### config.mk
export PLATFORM = sky130hd
export DESIGN_NAME = lsb_stego_payload_extractor_flat
export DESIGN_NICKNAME = d
export VERILOG_FILES = /design/src/lsbx_pkg.sv /design/src/lsbx_req_if.sv /design/src/lsbx_rsp_if.sv /design/src/lsb_stego_payload_extractor.sv /design/src/flat_wrapper.sv
export SDC_FILE = /design/constraint.sdc
export NUM_CORES = 1
export LEC_CHECK = 0
export BUFFER_PORTS_ARGS = -buffer_cell sky130_fd_sc_hd__clkbuf_2
export CORE_MARGIN = 5
export CORE_UTILIZATION = 67
export CTS_BUF_LIST = sky130_fd_sc_hd__clkbuf_4 sky130_fd_sc_hd__clkbuf_8
export DETAILED_ROUTE_END_ITERATION = 16
export PLACE_DENSITY = 0.95
export SYNTH_ARGS = -nofsm -noshare
export SYNTH_HDL_FRONTEND = slang
export SYNTH_SLANG_ARGS = --single-unit
### constraint.sdc
create_clock -name clock -period 12.85 [get_ports clock]
set_clock_uncertainty 0.2 [all_clocks]
set_input_delay 2.57 -clock clock [delete_from_list [all_inputs] [get_ports clock]]
set_output_delay 2.57 -clock clock [all_outputs]
set_load 0.02 [all_outputs]
### src/lsbx_pkg.sv
// Shared types and codes for the LSB payload extractor.
`timescale 1ns / 1ps

package lsbx_pkg;

   typedef logic [2:0] phase_type;
   typedef logic [1:0] kind_type;

   localparam phase_type PH_HEADER   = 3'd0;
   localparam phase_type PH_MAGIC    = 3'd1;
   localparam phase_type PH_EXT_SIZE = 3'd2;
   localparam phase_type PH_EXT      = 3'd3;
   localparam phase_type PH_SIZE     = 3'd4;
   localparam phase_type PH_PAYLOAD  = 3'd5;
   localparam phase_type PH_DONE     = 3'd6;

   localparam kind_type KIND_EXT     = 2'd0;
   localparam kind_type KIND_PAYLOAD = 2'd1;
   localparam kind_type KIND_FAIL    = 2'd2;

   localparam logic [1:0] REG_HEADER_BYTES = 2'd0;
   localparam logic [1:0] REG_MAGIC_LENGTH = 2'd1;
   localparam logic [1:0] REG_MAGIC_CHARS  = 2'd2;

   localparam logic [7:0]  HEADER_BYTES_RESET = 8'd54;
   localparam logic [3:0]  MAGIC_LENGTH_RESET = 4'd2;
   localparam logic [63:0] MAGIC_CHARS_RESET  = 64'd8746;

endpackage

### src/lsbx_req_if.sv
// Input channel: one raw image byte per item.
`timescale 1ns / 1ps

interface lsbx_req_if;
   logic       valid;
   logic       ready;
   logic       start_req;
   logic [7:0] pixel_byte;

   modport source (output valid, output start_req, output pixel_byte, input ready);
   modport sink   (input valid, input start_req, input pixel_byte, output ready);
endinterface

### src/lsbx_rsp_if.sv
// Result channel: decoded characters, payload bytes and failure items.
`timescale 1ns / 1ps

interface lsbx_rsp_if;
   logic                valid;
   logic                ready;
   lsbx_pkg::kind_type  out_kind;
   logic [7:0]          out_byte;
   logic                last;

   modport source (output valid, output out_kind, output out_byte, output last, input ready);
   modport sink   (input valid, input out_kind, input out_byte, input last, output ready);
endinterface

### src/lsb_stego_payload_extractor.sv
// Top level of the LSB steganography payload extractor.
`timescale 1ns / 1ps

// Takes an image file one byte per item and recovers data hidden in the
// least significant bits. Assert start_req with the first byte of each
// image. After header_bytes skipped bytes the block checks magic_length
// (clamped to 1 to 8) magic characters against magic_chars, reads a 32-bit
// extension length (1 to MAX_EXTENSION) and emits the extension characters,
// then reads a 32-bit payload length and emits the payload bytes, last set
// on the final one. A bad magic or length gives one failure item (kind 2,
// byte 0, last set); later bytes are dropped until the next start_req.
// Throughput is one item per clock while no result waits. A byte is held
// in the input register, then decode loads the result register when the
// result slot is free or drains. While a result waits, the input register
// takes one more item only if empty, then stalls until the result is taken.
// Write the configuration registers only while no item is in flight.

module lsb_stego_payload_extractor #(
   parameter int MAX_EXTENSION = 4
) (
   input  logic        clock,
   input  logic        reset,
   lsbx_req_if.sink    req_chan,
   lsbx_rsp_if.source  rsp_chan,
   input  logic        csr_write_en,
   input  logic [1:0]  csr_index,
   input  logic [63:0] csr_write_data
);

   // Configuration registers
   logic [7:0]  header_bytes_ff;
   logic [3:0]  magic_length_ff;
   logic [63:0] magic_chars_ff;

   // Input register
   logic       in_valid_ff;
   logic       in_start_ff;
   logic [7:0] in_byte_ff;

   // Parse state
   lsbx_pkg::phase_type phase_ff, phase_in;
   logic [7:0]  header_count_ff, header_count_in;
   logic [4:0]  bit_count_ff, bit_count_in;
   logic [31:0] bit_shift_ff, bit_shift_in;
   logic [3:0]  magic_index_ff, magic_index_in;
   logic        magic_match_ff, magic_match_in;
   logic [7:0]  extension_left_ff, extension_left_in;
   logic [30:0] payload_left_ff, payload_left_in;

   // Result register
   logic                out_valid_ff;
   lsbx_pkg::kind_type  out_kind_ff, out_kind_in;
   logic [7:0]          out_byte_ff, out_byte_in;
   logic                out_last_ff, out_last_in;
   logic                emit_in;

   logic advance;

   // Move the held item through decode when the result slot is free or drains.
   assign advance        = in_valid_ff && (!out_valid_ff || rsp_chan.ready);
   assign req_chan.ready = !in_valid_ff || advance;

   assign rsp_chan.valid    = out_valid_ff;
   assign rsp_chan.out_kind = out_kind_ff;
   assign rsp_chan.out_byte = out_byte_ff;
   assign rsp_chan.last     = out_last_ff;

   // Configuration writes; indexes beyond the list are dropped.
   always_ff @(posedge clock) begin
      if (reset) begin
         header_bytes_ff <= lsbx_pkg::HEADER_BYTES_RESET;
         magic_length_ff <= lsbx_pkg::MAGIC_LENGTH_RESET;
         magic_chars_ff  <= lsbx_pkg::MAGIC_CHARS_RESET;
      end else if (csr_write_en) begin
         unique case (csr_index)
            lsbx_pkg::REG_HEADER_BYTES: header_bytes_ff <= csr_write_data[7:0];
            lsbx_pkg::REG_MAGIC_LENGTH: magic_length_ff <= csr_write_data[3:0];
            lsbx_pkg::REG_MAGIC_CHARS:  magic_chars_ff  <= csr_write_data;
            default: ;
         endcase
      end
   end

   // Input register: hold one item ahead of the decode step.
   always_ff @(posedge clock) begin
      if (reset) begin
         in_valid_ff <= 1'b0;
      end else if (req_chan.valid && req_chan.ready) begin
         in_valid_ff <= 1'b1;
      end else if (advance) begin
         in_valid_ff <= 1'b0;
      end
   end

   always_ff @(posedge clock) begin
      if (req_chan.valid && req_chan.ready) begin
         in_start_ff <= req_chan.start_req;
         in_byte_ff  <= req_chan.pixel_byte;
      end
   end

   // Decode one byte: header skip, bit gathering and field handling.
   always_comb begin
      logic        full;
      logic [3:0]  mlen;
      logic [2:0]  sel;
      logic [7:0]  expect_ch;
      logic [7:0]  ch;
      logic [3:0]  mi_next;
      logic [7:0]  el_next;
      logic [30:0] pl_next;
      logic        go;

      full      = 1'b0;
      mlen      = 4'd1;
      sel       = 3'd0;
      expect_ch = 8'd0;
      ch        = 8'd0;
      mi_next   = 4'd0;
      el_next   = 8'd0;
      pl_next   = 31'd0;
      go        = 1'b1;

      emit_in     = 1'b0;
      out_kind_in = lsbx_pkg::KIND_FAIL;
      out_byte_in = 8'd0;
      out_last_in = 1'b0;

      // Restart on a start flag
      if (in_start_ff) begin
         phase_in          = lsbx_pkg::PH_HEADER;
         header_count_in   = 8'd0;
         bit_count_in      = 5'd0;
         bit_shift_in      = 32'd0;
         magic_index_in    = 4'd0;
         magic_match_in    = 1'b1;
         extension_left_in = 8'd0;
         payload_left_in   = 31'd0;
      end else begin
         phase_in          = phase_ff;
         header_count_in   = header_count_ff;
         bit_count_in      = bit_count_ff;
         bit_shift_in      = bit_shift_ff;
         magic_index_in    = magic_index_ff;
         magic_match_in    = magic_match_ff;
         extension_left_in = extension_left_ff;
         payload_left_in   = payload_left_ff;
      end

      if (phase_in == lsbx_pkg::PH_HEADER) begin
         if (header_count_in < header_bytes_ff) begin
            header_count_in = header_count_in + 8'd1;
            go = 1'b0;
         end else begin
            phase_in       = lsbx_pkg::PH_MAGIC;
            bit_count_in   = 5'd0;
            bit_shift_in   = 32'd0;
            magic_index_in = 4'd0;
            magic_match_in = 1'b1;
         end
      end

      // Finished phase and the unused code ignore input
      if (phase_in > lsbx_pkg::PH_PAYLOAD) begin
         go = 1'b0;
      end

      if (go) begin
         bit_shift_in = {bit_shift_in[30:0], in_byte_ff[0]};
         if (phase_in == lsbx_pkg::PH_EXT_SIZE || phase_in == lsbx_pkg::PH_SIZE) begin
            full = (bit_count_in == 5'd31);
         end else begin
            full = (bit_count_in == 5'd7);
         end
         bit_count_in = bit_count_in + 5'd1;
         ch = bit_shift_in[7:0];

         if (full) begin
            case (phase_in)
               lsbx_pkg::PH_MAGIC: begin
                  if (magic_length_ff == 4'd0) begin
                     mlen = 4'd1;
                  end else if (magic_length_ff > 4'd8) begin
                     mlen = 4'd8;
                  end else begin
                     mlen = magic_length_ff;
                  end
                  sel       = 3'(mlen - 4'd1 - magic_index_in);
                  expect_ch = magic_chars_ff[{sel, 3'b000} +: 8];
                  if (ch != expect_ch) begin
                     magic_match_in = 1'b0;
                  end
                  mi_next        = magic_index_in + 4'd1;
                  magic_index_in = mi_next;
                  bit_count_in   = 5'd0;
                  bit_shift_in   = 32'd0;
                  if (mi_next >= mlen) begin
                     if (!magic_match_in) begin
                        phase_in    = lsbx_pkg::PH_DONE;
                        emit_in     = 1'b1;
                        out_kind_in = lsbx_pkg::KIND_FAIL;
                        out_last_in = 1'b1;
                     end else begin
                        phase_in = lsbx_pkg::PH_EXT_SIZE;
                     end
                  end
               end
               lsbx_pkg::PH_EXT_SIZE: begin
                  if (bit_shift_in[31] || bit_shift_in == 32'd0 ||
                      bit_shift_in > 32'(MAX_EXTENSION)) begin
                     phase_in    = lsbx_pkg::PH_DONE;
                     emit_in     = 1'b1;
                     out_kind_in = lsbx_pkg::KIND_FAIL;
                     out_last_in = 1'b1;
                  end else begin
                     extension_left_in = bit_shift_in[7:0];
                     phase_in          = lsbx_pkg::PH_EXT;
                     bit_count_in      = 5'd0;
                     bit_shift_in      = 32'd0;
                  end
               end
               lsbx_pkg::PH_EXT: begin
                  el_next           = extension_left_in - 8'd1;
                  extension_left_in = el_next;
                  phase_in     = (el_next == 8'd0) ? lsbx_pkg::PH_SIZE : lsbx_pkg::PH_EXT;
                  bit_count_in = 5'd0;
                  bit_shift_in = 32'd0;
                  emit_in      = 1'b1;
                  out_kind_in  = lsbx_pkg::KIND_EXT;
                  out_byte_in  = ch;
                  out_last_in  = 1'b0;
               end
               lsbx_pkg::PH_SIZE: begin
                  if (bit_shift_in[31] || bit_shift_in == 32'd0) begin
                     phase_in    = lsbx_pkg::PH_DONE;
                     emit_in     = 1'b1;
                     out_kind_in = lsbx_pkg::KIND_FAIL;
                     out_last_in = 1'b1;
                  end else begin
                     payload_left_in = bit_shift_in[30:0];
                     phase_in        = lsbx_pkg::PH_PAYLOAD;
                     bit_count_in    = 5'd0;
                     bit_shift_in    = 32'd0;
                  end
               end
               default: begin
                  // Payload byte
                  pl_next         = payload_left_in - 31'd1;
                  payload_left_in = pl_next;
                  phase_in     = (pl_next == 31'd0) ? lsbx_pkg::PH_DONE : lsbx_pkg::PH_PAYLOAD;
                  bit_count_in = 5'd0;
                  bit_shift_in = 32'd0;
                  emit_in      = 1'b1;
                  out_kind_in  = lsbx_pkg::KIND_PAYLOAD;
                  out_byte_in  = ch;
                  out_last_in  = (pl_next == 31'd0);
               end
            endcase
         end
      end
   end

   // Advance parse state with each decoded item.
   always_ff @(posedge clock) begin
      if (reset) begin
         phase_ff          <= lsbx_pkg::PH_HEADER;
         header_count_ff   <= 8'd0;
         bit_count_ff      <= 5'd0;
         bit_shift_ff      <= 32'd0;
         magic_index_ff    <= 4'd0;
         magic_match_ff    <= 1'b1;
         extension_left_ff <= 8'd0;
         payload_left_ff   <= 31'd0;
      end else if (advance) begin
         phase_ff          <= phase_in;
         header_count_ff   <= header_count_in;
         bit_count_ff      <= bit_count_in;
         bit_shift_ff      <= bit_shift_in;
         magic_index_ff    <= magic_index_in;
         magic_match_ff    <= magic_match_in;
         extension_left_ff <= extension_left_in;
         payload_left_ff   <= payload_left_in;
      end
   end

   // Result register: load on advance, drop when taken.
   always_ff @(posedge clock) begin
      if (reset) begin
         out_valid_ff <= 1'b0;
      end else if (advance) begin
         out_valid_ff <= emit_in;
      end else if (rsp_chan.ready) begin
         out_valid_ff <= 1'b0;
      end
   end

   always_ff @(posedge clock) begin
      if (advance && emit_in) begin
         out_kind_ff <= out_kind_in;
         out_byte_ff <= out_byte_in;
         out_last_ff <= out_last_in;
      end
   end

endmodule

### src/flat_wrapper.sv
// flat-port wrapper written by rule: the top's interface ports become plain ports
module lsb_stego_payload_extractor_flat 
#(
   parameter int MAX_EXTENSION = 4
)
  (clock, reset, csr_write_en, csr_index, csr_write_data, req_chan_valid, req_chan_start_req, req_chan_pixel_byte, req_chan_ready, rsp_chan_valid, rsp_chan_out_kind, rsp_chan_out_byte, rsp_chan_last, rsp_chan_ready);
  lsbx_req_if req_chan_i ();
  lsbx_rsp_if rsp_chan_i ();
  input  logic clock;
  input  logic reset;
  input  logic csr_write_en;
  input  logic [1:0] csr_index;
  input  logic [63:0] csr_write_data;
  input wire logic [$bits(req_chan_i.valid)-1:0] req_chan_valid;
  input wire logic [$bits(req_chan_i.start_req)-1:0] req_chan_start_req;
  input wire logic [$bits(req_chan_i.pixel_byte)-1:0] req_chan_pixel_byte;
  output wire logic [$bits(req_chan_i.ready)-1:0] req_chan_ready;
  output wire logic [$bits(rsp_chan_i.valid)-1:0] rsp_chan_valid;
  output wire logic [$bits(rsp_chan_i.out_kind)-1:0] rsp_chan_out_kind;
  output wire logic [$bits(rsp_chan_i.out_byte)-1:0] rsp_chan_out_byte;
  output wire logic [$bits(rsp_chan_i.last)-1:0] rsp_chan_last;
  input wire logic [$bits(rsp_chan_i.ready)-1:0] rsp_chan_ready;
  assign req_chan_i.valid = req_chan_valid;
  assign req_chan_i.start_req = req_chan_start_req;
  assign req_chan_i.pixel_byte = req_chan_pixel_byte;
  assign req_chan_ready = req_chan_i.ready;
  assign rsp_chan_valid = rsp_chan_i.valid;
  assign rsp_chan_out_kind = rsp_chan_i.out_kind;
  assign rsp_chan_out_byte = rsp_chan_i.out_byte;
  assign rsp_chan_last = rsp_chan_i.last;
  assign rsp_chan_i.ready = rsp_chan_ready;
  lsb_stego_payload_extractor #(.MAX_EXTENSION(MAX_EXTENSION)) u_core (.clock(clock), .reset(reset), .req_chan(req_chan_i), .rsp_chan(rsp_chan_i), .csr_write_en(csr_write_en), .csr_index(csr_index), .csr_write_data(csr_write_data));
endmodule
# == Word level (Yosys, flattened, before mapping) ==
# Cells that the tools add are included.
# totals
input_bits,80
word_cells,147
ff_bits,183
out_inout_bits,13
# op_classes
muxes,80
n_lt_le_gt_ge,5
bitwise,2
n_eq_ne,9
n_reduce_logical,25
shift,1
n_addsub,7
# op_table
operator,count
32-bit 2-to-1 mux,7
31-bit 2-to-1 mux,4
32-bit case mux with 2 select lines,1
64-bit by 7-bit indexed part select with 8-bit output,1
31-bit case mux with 2 select lines,1
8-bit 2-to-1 mux,7
4-bit 2-to-1 mux,11
5-bit 2-to-1 mux,7
32-bit by 3-bit greater-than comparator with 1-bit output (second input constant),1
32-bit logical NOT,1
31-bit logical NOT,1
31-bit by 1-bit subtractor with 31-bit output (second input constant),1
3-bit 2-to-1 mux,9
1-bit 2-to-1 mux,25
8-bit case mux with 2 select lines,1
3-bit case mux with 4 select lines,1
5-bit case mux with 2 select lines,1
8-bit by 1-bit adder with 8-bit output (second input constant),1
8-bit logical NOT,1
8-bit less-than comparator,1
8-bit != test,1
2-bit AND reduction,4
8-bit by 1-bit subtractor with 8-bit output (second input constant),1
3-bit by 2-bit equality test with 1-bit output (second input constant),2
27 further kinds,38

# == Depth between registers and ports, before layout ==
# depth
word_depth,24
ltp_mapped,29

# == Worst setup path before layout ==
# OpenSTA, ideal clock, no wires.
# synth_timing
path_kind,reg-to-reg
start,register u_core.in_start_ff
end,"register u_core.out_last_ff (netlist: u_core.rsp_chan.last), enable pin"
required_time_ns,12.264
arrival_time_ns,6.528
period_less_slack_ns,7.114
path_slack_ns,5.736
path_stages_with_launch,30
path_cell_list,edfxtp_1 clkbuf_1 buf_2 buf_2 buf_2 buf_2 clkbuf_1 clkbuf_1 nor2b_1 ha_1 nand2b_1 o22a_1 a311oi_2 o21a_1 buf_2 nand2_1 ha_1 ha_1 buf_2 buf_2 mux4_2 xnor2_1 nand3_1 o21ai_0 nand2_1 a211oi_1 nand4_1 a211oi_1 a211o_1 a31oi_1
# synth_between
elab_chain_len,17
elab_cells_between_ends,51
cone_classes,add/sub (2); order compare (4); eq/ne (6); shift (1); mux (32); reduce/logical (6)
# synth_lines
item,line,text
from (decl),lsb_stego_payload_extractor.sv:37,logic in_start_ff;
from (signal assigned),lsb_stego_payload_extractor.sv:97,in_start_ff <= req_chan.start_req;
8-bit 2-to-1 mux,lsb_stego_payload_extractor.sv:130,if (in_start_ff) begin
8-bit less-than comparator,lsb_stego_payload_extractor.sv:151,if (header_count_in < header_bytes_ff) begin
4-bit 2-to-1 mux,lsb_stego_payload_extractor.sv:151,
4-bit 2-to-1 mux,lsb_stego_payload_extractor.sv:150,if (phase_in == lsbx_pkg::PH_HEADER) begin
3-bit subtractor,lsb_stego_payload_extractor.sv:188,sel = 3'(mlen - 4'd1 - magic_index_in);
64-bit by 7-bit indexed part select with 8-bit output,lsb_stego_payload_extractor.sv:189,"expect_ch = magic_chars_ff[{sel, 3'b000} +: 8];"
8-bit != test,lsb_stego_payload_extractor.sv:190,if (ch != expect_ch) begin
1-bit 2-to-1 mux,lsb_stego_payload_extractor.sv:190,
1-bit 2-to-1 mux,lsb_stego_payload_extractor.sv:179,case (phase_in)
1-bit 2-to-1 mux,lsb_stego_payload_extractor.sv:178,if (full) begin
1-bit 2-to-1 mux,lsb_stego_payload_extractor.sv:168,if (go) begin
1-bit 2-to-1 mux,lsb_stego_payload_extractor.sv:198,if (!magic_match_in) begin
1-bit 2-to-1 mux,lsb_stego_payload_extractor.sv:197,if (mi_next >= mlen) begin
1-bit case mux with 3 select lines,lsb_stego_payload_extractor.sv:179,
1-bit 2-to-1 mux,lsb_stego_payload_extractor.sv:178,
1-bit 2-to-1 mux (*),lsb_stego_payload_extractor.sv:168,
1-bit logical AND (*),lsb_stego_payload_extractor.sv:298,if (advance && emit_in) begin
to (signal assigned),lsb_stego_payload_extractor.sv:301,out_last_ff <= out_last_in;
to (decl),lsb_stego_payload_extractor.sv:54,"logic out_last_ff, out_last_in;"
# Mark *: on every way between the ends. The rest lies on a longest branch, timed or not. The select of a mux whose other input is x is not followed.
# A chain may end at the register's enable or synchronous reset.

# == Worst setup path in the final report ==
# layout_timing
start,register u_core.in_start_ff
end,"register u_core.out_byte_ff[5] (netlist: u_core.rsp_chan.out_byte[5]), enable pin"
# layout_between
elab_chain_len,17
elab_cells_between_ends,51
cone_classes,add/sub (2); order compare (4); eq/ne (6); shift (1); mux (32); reduce/logical (6)
# layout_lines
item,line,text
8-bit 2-to-1 mux,lsb_stego_payload_extractor.sv:130,
8-bit less-than comparator,lsb_stego_payload_extractor.sv:151,
4-bit 2-to-1 mux,lsb_stego_payload_extractor.sv:151,
4-bit 2-to-1 mux,lsb_stego_payload_extractor.sv:150,
3-bit subtractor,lsb_stego_payload_extractor.sv:188,
64-bit by 7-bit indexed part select with 8-bit output,lsb_stego_payload_extractor.sv:189,
8-bit != test,lsb_stego_payload_extractor.sv:190,
1-bit 2-to-1 mux,lsb_stego_payload_extractor.sv:190,
1-bit 2-to-1 mux,lsb_stego_payload_extractor.sv:179,
1-bit 2-to-1 mux,lsb_stego_payload_extractor.sv:178,
1-bit 2-to-1 mux,lsb_stego_payload_extractor.sv:168,
1-bit 2-to-1 mux,lsb_stego_payload_extractor.sv:198,
1-bit 2-to-1 mux,lsb_stego_payload_extractor.sv:197,
1-bit case mux with 3 select lines,lsb_stego_payload_extractor.sv:179,
1-bit 2-to-1 mux,lsb_stego_payload_extractor.sv:178,
1-bit 2-to-1 mux (*),lsb_stego_payload_extractor.sv:168,
1-bit logical AND (*),lsb_stego_payload_extractor.sv:298,
to (signal assigned),lsb_stego_payload_extractor.sv:300,out_byte_ff <= out_byte_in;
to (decl),lsb_stego_payload_extractor.sv:53,"logic [7:0] out_byte_ff, out_byte_in;"
# Marked as above.

==> results.toml <==
[run_status]
status = "finished clean"

[critical_path]
r2r_setup_slack_ns = 5.49
worstSetupPathType = "reg -> reg"
crit_start = "u_core.in_start_ff"
cp-endpoint = "u_core.rsp_chan.out_byte[5]"
cp.arrival_ns = 7.39
reg2reg_depth = 18
cp_max_fo = 60
worst_setup_path_end_kind = "register"
cp-start-kind = "register"
timing.rr.start = "u_core.in_start_ff"
rr_endpoint = "u_core.rsp_chan.out_byte[5]"
cp.required_ns = 12.88

[grt]
grtUsageMet3_pct = 6.339
grt-ovfl-total = 0
antenna_found_initial = 0
met1_usage_pct = 42.42
globalRouteTotalUtil_pct = 33.64
grt_pass1_vias = 10060
use_met2_pct = 54.41
grt_pass1_wl_mm = 49.54
grt-busiest-layer = "met2"
grt_max_degree = 100

[power_and_ir_drop]
netSwitchingFraction_pct = 28.76
cellPowerDensity_mw_per_mm2 = 102.0
p_leak_nw = 4.107
pwr-share-seq_pct = 51.7
vdd_ir_drop_max_mv = 0.09891
total_power_mw = 1.137
switchingPower_mw = 0.3271
p_int_mw = 0.8101
p_comb_share_pct = 11.0
clkPwrFrac_pct = 37.2

[floorplan]
coreArea_mm2 = 0.01515
num_rows = 45
initial_core_util_pct = 67.91
die_h_um = 133.9
io_pins = 93
die-area_mm2 = 0.01793
die_w_um = 133.9

[synth]
synth_edf_count = 13
synthCells = 1331
synthArstFlopShare_pct = 0
synthDistinctLibCells = 81
synthFlopType = "dfxtp_1"
synth_fp_nets = 1430
synth.avg_cell_area_um2 = 7.728
yosys_register_bits = 182
syn_area_mm2 = 0.01029
yosysWarnings = 0
ys_seq_area_share_pct = 36.69

[routing]
dr_total_vias = 10670
drt_iter0_markers = 1637
drt-wirelength-per-cell_um = 19.66
vias_per_cell = 6.854
wirelength_mm = 30.62
dr.pass1.iters = 7
antenna_left = 0
drc = 0

[cts]
clkTransAtPathRegs_ns = 0.10
clock_sinks = 182
h-tree-depth = 4
root_buffer = "clkbuf_8"
cts_buffer_depth = 2
cts_setup_buffers = 0
cts_hold_buf = 0
clkLatencyLatePin_ns = 0.47
cts-resized-gates = 0
cts_tree = "built"
cts_buffers = 17

[layout]
finalNetCount = 1455
nFillCells = 1072
antennaDiodeCount = 0
final_common_cell = "nand2_1"
areaGrowthSynthToFinish_pct = 8.393
final_cell_mix = "nand2_1 (232), dfxtp_1 (169), nor2_1 (149), a21oi_1 (139), o21ai_0 (87)"
drive_gt1_share_pct = 12.93
final_core_util_pct = 73.61
finalNonFillerCells = 1557

[timing]
fin_crit_sh_pct = 57.29
timing.final.hold_violations = 0
tightest_slew_ns = 1.093
finalCriticalPeriod_ns = 7.361
finalSetupTns_ns = 0
relSlewSlack_pct = 26.84
rsz0062_at_grt = "false"
max_freq_ghz = 0.1358
setup_viol = 0
finalMaxSlewViolations = 0
hold-worst-slack_ns = 0.2606

[hold_path]
hold_class = "reg -> reg"

[job]
cap_violations = 0

[placed_design]
hpwl_mm = 20.32
dp.cells = 1525
io_buffers = 85
finalWeightedCongestion = 0.9935
per-stage QoR:
step	setup WS [ns]	instance area, um^2
3_3_place_gp	5.862	10710
5_1_grt	5.079	11150
3_5_place_dp	5.765	10710
6_report	5.489	11150
2_1_floorplan	5.736	10290
4_1_cts	5.618	11150
logic make-up after synthesis:
group	synth area share, %
flops	36.69
buf+inv	4.963
compound gates	26.42
xor+xnor	2.092
fa+ha+maj	2.311
mux	4.282
simple gates	23.25
area by class of cell:
class / instances / area [um^2] / share of cell area [%]
multi-input cells: 1020 / 6018 / 53.98
flip-flops and latches: 182 / 3774 / 33.85
clock buffers: 17 / 234.0 / 2.099
repair buffers: 103 / 563.0 / 5.050
well taps: 188 / 235.2 / 2.110
clock inverters: 15 / 205.2 / 1.840
inverters: 32 / 120.1 / 1.077
routing by layer:
metal  part of all wire (%)  up-vias
met3                    9.8      141
li1                       -     4850
met2                     47      750
met1                     37     4931
met4                    5.5        0
met5                      0        -
synthesized netlist by cell type (8+ instances only):
cell | n | share of area [%]
nand2_1 | 232 | 8.5
buf_2 | 15 | 0.73
a22oi_1 | 34 | 2.5
a211o_1 | 9 | 0.77
inv_1 | 31 | 1.1
xnor2_1 | 14 | 1.2
nor2_1 | 149 | 5.4
a32oi_1 | 16 | 1.4
a21o_1 | 11 | 0.80
xor2_1 | 8 | 0.68
nor2b_1 | 19 | 1.2
nand3b_1 | 8 | 0.58
mux4_2 | 16 | 3.5
o21ai_0 | 88 | 4.3
nand3_1 | 26 | 1.3
nor3_1 | 27 | 1.3
o21a_1 | 10 | 0.73
clkbuf_1 | 65 | 2.4
buf_1 | 16 | 0.58
nand4_1 | 9 | 0.55
o2bb2ai_1 | 12 | 1.0
edfxtp_1 | 13 | 3.8
a31oi_1 | 18 | 1.1
dfxtp_1 | 169 | 33
a21oi_1 | 139 | 6.8
ha_1 | 19 | 2.3
mux2i_1 | 8 | 0.78
nor4_1 | 16 | 0.97
o211ai_1 | 8 | 0.58
worst min-delay path by stage:
stage               slack (ns)                 startpoint                   endpoint  cells past startpoint
finish                    0.26  u_core.magic_chars_ff[42]  u_core.magic_chars_ff[42]                      2
floorplan                 0.23  u_core.magic_chars_ff[13]  u_core.magic_chars_ff[13]                      2
global route              0.28  u_core.magic_chars_ff[35]  u_core.magic_chars_ff[35]                      2
detailed placement        0.25  u_core.magic_chars_ff[49]  u_core.magic_chars_ff[49]                      2
global placement          0.24  u_core.magic_chars_ff[42]  u_core.magic_chars_ff[42]                      2
CTS                       0.26  u_core.magic_chars_ff[49]  u_core.magic_chars_ff[49]                      2
state kept, by name, summed over array words and instances (netlist names), 2 cells and up:
register,cells
u_core.magic_length_ff,4
u_core.phase_ff,3
u_core.magic_chars_ff,64
u_core.header_count_ff,8
u_core.header_bytes_ff,8
u_core.rsp_chan.out_kind,2
u_core.bit_count_ff,5
u_core.payload_left_ff,31
u_core.extension_left_ff,8
u_core.bit_shift_ff,31
u_core.rsp_chan.out_byte,8
u_core.magic_index_ff,4
worst max-delay path, stage by stage (launching register included):
cell and delay (ns):
edfxtp_1 0.84, buf_4 0.64, nor2b_1 0.16, o22a_1 0.25
a311oi_2 0.35, o21a_1 0.18, buf_4 0.33, nand2_1 0.16
ha_1 0.24, ha_1 0.94, mux4_2 0.65, or4_1 0.54
mux2i_1 0.20, o211a_1 0.21, nand4_1 0.11, a211oi_1 0.47
a211o_1 0.32, a31oi_1 0.11, buf_4 0.22
power groups by stage:
stage / Sequential [mW] / Combinational (mW) / Clock (mW)
3_3_place_gp: 0.600 / 0.116 / 0
4_1_cts: 0.588 / 0.123 / 0.426
3_5_place_dp: 0.601 / 0.119 / 0
5_1_grt: 0.589 / 0.136 / 0.450
6_report: 0.588 / 0.125 / 0.424
2_1_floorplan: 0.596 / 0.0860 / 0
(Power assumes the default switching activity.)
